## src/hw/rtl/look_at_view_matrix_macros.svh

```systemverilog
// ---------------------------------------------------------------------------
// Look-at view matrix: assertion macros
// Concurrent assertion wrappers, sampled on clk and disabled in reset.
// ---------------------------------------------------------------------------
`ifndef LOOK_AT_VIEW_MATRIX_MACROS_SVH
`define LOOK_AT_VIEW_MATRIX_MACROS_SVH

`ifndef NO_ASSERTIONS

// same-cycle implication
`define LAV_ASSERT_IMP(label, ante, cons) \
    label: assert property (@(posedge clk) disable iff (!rst_n) (ante) |-> (cons)) \
        else $error("lav: assertion failed");

// next-cycle implication
`define LAV_ASSERT_NXT(label, ante, cons) \
    label: assert property (@(posedge clk) disable iff (!rst_n) (ante) |=> (cons)) \
        else $error("lav: assertion failed");

`else

`define LAV_ASSERT_IMP(label, ante, cons)
`define LAV_ASSERT_NXT(label, ante, cons)

`endif

`endif

```

## src/hw/rtl/lav_pkg.sv

```systemverilog
// ---------------------------------------------------------------------------
// Look-at view matrix: shared package
// Stream widths and the item type passed from the front end to the back end.
// ---------------------------------------------------------------------------
`timescale 1ns / 1ps

package lav_pkg;

    localparam int IN_W    = 288;   // nine 32-bit fields
    localparam int OUT_W   = 128;   // four 32-bit columns
    localparam int USER_W  = 3;     // row index and degenerate flag
    localparam int Q_DEPTH = 2;     // front-to-back queue entries
    localparam int Q_PTR_W = $clog2(Q_DEPTH);
    localparam int Q_CNT_W = $clog2(Q_DEPTH + 1);

    // One camera setup, with eye minus target already formed
    typedef struct packed {
        logic [2:0][31:0] eye;
        logic [2:0][32:0] diff;
        logic [2:0][31:0] up;
        logic             dzero;   // eye equals target
    } lav_item_t;

    // Queue head as seen by the back end
    typedef struct packed {
        logic      valid;
        lav_item_t item;
    } lav_head_t;

endpackage

```

## src/hw/rtl/lav_front.sv

```systemverilog
// ---------------------------------------------------------------------------
// Look-at view matrix: front end
// Accepts items, forms eye minus target, flags a zero direction and queues.
// ---------------------------------------------------------------------------
`timescale 1ns / 1ps

module lav_front (
    input  logic                    clk,
    input  logic                    rst_n,
    input  logic                    s_tvalid,
    output logic                    s_tready,
    input  logic [lav_pkg::IN_W-1:0] s_tdata,
    output lav_pkg::lav_head_t      head,
    input  logic                    pop
);
    import lav_pkg::*;

    lav_item_t              entry_mem [Q_DEPTH];
    lav_item_t              item_in;
    logic [Q_PTR_W-1:0]     wr_ptr_reg, wr_ptr_next;
    logic [Q_PTR_W-1:0]     rd_ptr_reg, rd_ptr_next;
    logic [Q_CNT_W-1:0]     count_reg, count_next;
    logic                   push;
    logic [32:0]            diff [3];

    // unpack the item and form the direction before normalisation
    always_comb
    begin
        for (int i = 0; i < 3; i++)
        begin
            diff[i] = {s_tdata[32*i+31], s_tdata[32*i +: 32]}
                    - {s_tdata[96+32*i+31], s_tdata[96+32*i +: 32]};
            item_in.eye[i]  = s_tdata[32*i +: 32];
            item_in.diff[i] = diff[i];
            item_in.up[i]   = s_tdata[192+32*i +: 32];
        end
        item_in.dzero = (diff[0] == 33'd0) && (diff[1] == 33'd0) && (diff[2] == 33'd0);
    end

    assign s_tready = (count_reg != Q_CNT_W'(Q_DEPTH));
    assign push     = s_tvalid && s_tready;

    // queue pointers
    always_comb
    begin
        wr_ptr_next = push ? Q_PTR_W'(wr_ptr_reg + 1'b1) : wr_ptr_reg;
        rd_ptr_next = pop  ? Q_PTR_W'(rd_ptr_reg + 1'b1) : rd_ptr_reg;
        count_next  = count_reg + Q_CNT_W'(push) - Q_CNT_W'(pop);
    end

    always_ff @(posedge clk or negedge rst_n)
    begin
        if (!rst_n)
        begin
            wr_ptr_reg <= '0;
            rd_ptr_reg <= '0;
            count_reg  <= '0;
        end
        else
        begin
            wr_ptr_reg <= wr_ptr_next;
            rd_ptr_reg <= rd_ptr_next;
            count_reg  <= count_next;
        end
    end

    // queue storage
    always_ff @(posedge clk)
    begin
        if (push)
        begin
            entry_mem[wr_ptr_reg] <= item_in;
        end
    end

    assign head.valid = (count_reg != '0);
    assign head.item  = entry_mem[rd_ptr_reg];

endmodule

```

## config.mk

```make
export PLATFORM = sky130hd
export DESIGN_NAME = lav_front
export DESIGN_NICKNAME = d
export VERILOG_FILES = /design/src/hw/rtl/look_at_view_matrix_macros.svh /design/src/hw/rtl/lav_pkg.sv /design/src/hw/rtl/lav_front.sv
export SDC_FILE = /design/constraint.sdc
export NUM_CORES = 1
export LEC_CHECK = 0
export BUFFER_PORTS_ARGS = -buffer_cell sky130_fd_sc_hd__buf_2
export CORE_MARGIN = 5
export CORE_UTILIZATION = 55
export DETAILED_ROUTE_END_ITERATION = 10
export PLACE_DENSITY = 0.81
export SYNTH_ARGS = -nofsm -noshare
export SYNTH_HDL_FRONTEND = slang
export SYNTH_SLANG_ARGS = --single-unit
```

## constraint.sdc

```tcl
create_clock -name clk -period 17.6 [get_ports clk]
set_input_delay 0.88 -clock clk [delete_from_list [all_inputs] [get_ports clk]]
set_output_delay 0.88 -clock clk [all_outputs]
set_load 0.01 [all_outputs]
```

==> key figures <==
Detailed routing
  – DRC viols: 0
  – Violation count after the first detailed-route iteration: 1,394
  – First-pass detailed-route iteration total: 5
  – Drt via density: 5.71
  – Routed Antenna Nets: 0
  – Routed WL per cell: 23.4 um
  – Via count: 18,000
  – Post-Route WL: roughly 74,000 um

Logic synthesis
  – Simple-gate portion of the synthesized area: 5.41%
  – Sequential area share after synthesis: 65.0%
  – Top_reg_cell synth: edfxtp_1
  – Synth top area cells: edfxtp_1 65%, mux2_2 12%, ha_1 4.5%, inv_1 1.8%, xnor2_1 1.7%
  – Synth Area in XOR/XNOR: 2.78%
  – Yosys top cell area share: approximately 65%
  – Largest area contributor in the synthesized netlist: edfxtp_1
  – Post-synthesis mux area share: 12.3%
  – Gate Count Post-Synth: 1,829
  – Main combinational cell family by area after synthesis: multiplexers
  – Yosys Warn Count: 0
  – Post-synth net total: 2,222
  – Ys async rst share: 0.680%
  – Seq cells post-synth: 588
  – Netlist cell types: 86
  – Adder-Cell Fraction of Synth Area: 4.74%
  – Complex-gate fraction of the synthesized area: 7.12%
  – Mean post-synth cell area: 14.8 um2
  – Post-synth EDFFs: 584
  – Mapped Area: 0.0271 mm2

Clocking
  – Post-cts sizing count: 0
  – CTS sink count: around 600
  – H-tree levels: 2
  – Register clock-pin slew on the reported worst setup and hold paths: 70 ps
  – Hold Buf Count CTS: 0
  – Clock Latency Late Sink: 610 ps
  – Max Buffers Root-to-Sink: 3
  – CTS tree: yes
  – Total CTS buffers: between 50 and 60
  – Root buf cell: clkbuf_16
  – Post-CTS setup buffer count: 0

Worst hold path
  – Min-Delay Path Class: in2async

Power and ir drop
  – Pleak: roughly 13 nW
  – Clk pwr share: roughly a quarter
  – Net Sw Frac: 32.2%
  – P_sw: 0.00159 W
  – Cell Pwr Density: 151 mW/mm2
  – Logic pwr share: roughly 33%
  – Reg power frac: a little over two fifths
  – VDD IR max: around 0.11 mV
  – Internal power: 0.00335 W

Global routing
  – Vias in the first global route: approximately 18,000
  – Grt total ovfl: 0
  – Initial antenna violation count: 20
  – First-pass GRT wire length: 109,000 um
  – Tot GR Track Use: 26.4%
  – Largest net degree at the start of global routing: 169

Die
  – Initial Util: 55.6%
  – Core ar.: 0.0488 mm2
  – Die Span Y: 232 um
  – Die area: 0.0539 mm2
  – Placement row count: 81
  – Number of primary I/O pins: 586
  – Die boundary width: 232 um

Worst setup path
  – WP data arrival: 4970 ps
  – Setup CP Type: in2reg
  – Crit end category: flop
  – Req. time, crit path: 18,000 ps
  – Startpoint types: primary input
  – Crit Path Max Fanout: 6

Timing
  – Final setup viols: 0
  – Hold WS: roughly 64 ps
  – Final Cycle Share: 26.0%
  – RSZ-0062 raised after global routing: no
  – Final Hold Fails: 0
  – Max-slew headroom: 20.0%
  – Fmax: ~220 MHz
  – Final min period: 4570 ps
  – Worst Tran Pin Value: 1180 ps
  – Final Max Slew Viols: 0
  – Worst clock skew: 21.8 ps
  – Setup TNS: 0 ps

Cells and area
  – Final core utilization: 67.0%
  – Area delta synth->final: 20.6%
  – Largest register FFs: 584
  – Final #Nets: 2,824
  – Layout cells sized above 1: 40.5%
  – Fill count: 3,463

Placed design
  – HPWL after DPL: 54,800 um
  – GP Congestion: 0.912
  – Port Buffers: approximately 600

Status
  – Status: finished, final reports clean

Flow run
  – Max-cap violations: 0
cells in the mapped netlist (10+ instances only):
library cell and n:
nand4_1 17, a21oi_1 87, nand2b_1 14, nor3_1 19, ha_1 98, clkbuf_1 51
edfxtp_1 584, nor2b_1 11, a21o_1 27, o2111ai_1 10, xnor2_1 54, o21bai_1 10
o21ai_0 42, o21a_1 11, mux2_2 294, a211oi_1 13, nand3_1 29, nand2_1 65
inv_1 129, xor2_1 32, nor2_1 73
final timing paths:
kind | from | end | slack (ps) | depth (start not counted)
max | s_tdata[36] | entry_mem[1][0]$_DFFE_PP_ | 13030 | 13
min | rst_n | count_reg[1]$_DFF_PN0_ | 60 | 1
max reg2reg | count_reg[1]$_DFF_PN0_ | entry_mem[1][204]$_DFFE_PP_ | 14220 | 4
min reg2reg | count_reg[1]$_DFF_PN0_ | count_reg[1]$_DFF_PN0_ | 530 | 1
max in group asynchronous | rst_n | rd_ptr_reg$_DFFE_PN0P_ | 17390 | 1
min in group clk | s_tdata[214] | entry_mem[0][23]$_DFFE_PP_ | 460 | 1
logic make-up (layout without fill, tap and decap cells):
logic type | Yosys count | after routing
flip-flops | 588 | 588
multiplexers | 298 | 298
AND/OR/NAND/NOR | 287 | 287
AO/OA/AOI/OAI | 284 | 284
buffers and inverters | 185 | 836
adder cells (fa/ha/maj) | 101 | 101
XOR/XNOR | 86 | 86
other | 0 | 12
power by group through the flow:
stage	registers [W]	clock network, W	logic [W]
2_1_floorplan	0.00217	0	0.00101
3_3_place_gp	0.00207	0	0.00162
3_5_place_dp	0.00209	0	0.00164
4_1_cts	0.00206	0.00127	0.00165
5_1_grt	0.00209	0.00134	0.00175
6_report	0.00206	0.00125	0.00164
through the flow:
stage,worst slack (ps),instances,power (W),cell area [um2]
6_report,13030,3156,0.00495,32700
5_1_grt,12860,3155,0.00517,32700
4_1_cts,13120,3144,0.00499,32700
3_5_place_dp,12490,3034,0.00373,30800
3_3_place_gp,12610,3034,0.00369,30800
2_1_floorplan,3580,1829,0.00317,27100
cells in the final DEF, fill, tap and decap left out, drive strengths merged, types with 9 or more instances in the layout:
master   netlist  layout
a21oi         89      89
nand2b        14      14
edfxtp       584     584
xor2          32      32
buf            3     595
inv          131     134
nor2b         11      11
and2           9       9
a211oi        14      14
diode          0      12
nor2          73      73
o2111ai       11      11
o21bai        10      10
mux2         294     294
nor3          19      19
xnor2         54      54
o21ai         52      52
nand3         29      29
a21o          27      27
nand4         17      17
clkbuf        51      77
nand2         65      65
o21a          12      12
ha            98      98
clkinv         0      21
a31oi          9       9
layout make-up:
cell class              count  area [um2]  area share [%]
flip-flops and latches    588       17600            53.9
multi-input cells        1056        8800            26.9
repair buffers            595        3020            9.21
clock buffers              77        1570            4.78
well taps                 664         831            2.54
inverters                 131         492            1.50
clock inverters            33         354            1.08
diodes                     12        30.0          0.0917
layer usage:
metal | GRT usage, % | wire (um) | vias up
li1 | - | - | 8196
met4 | 13.3 | 3560 | 6
met2 | 44.1 | 36400 | 832
met1 | 31.7 | 27000 | 8820
met3 | 7.32 | 6880 | 158
met5 | 0 | 43 | -
worst max-delay path, stage by stage:
cell       delay [ps]
buf_2             120
ha_1              400
nand4_1           110
a2111oi_0         570
a211oi_2          150
nor3_1            450
nor2_1            160
xnor2_1           220
or4b_1            480
or4b_1            540
nor4_1            310
nand4b_1          230
nor4_2            330
Power figures use the tool's default switching activity.
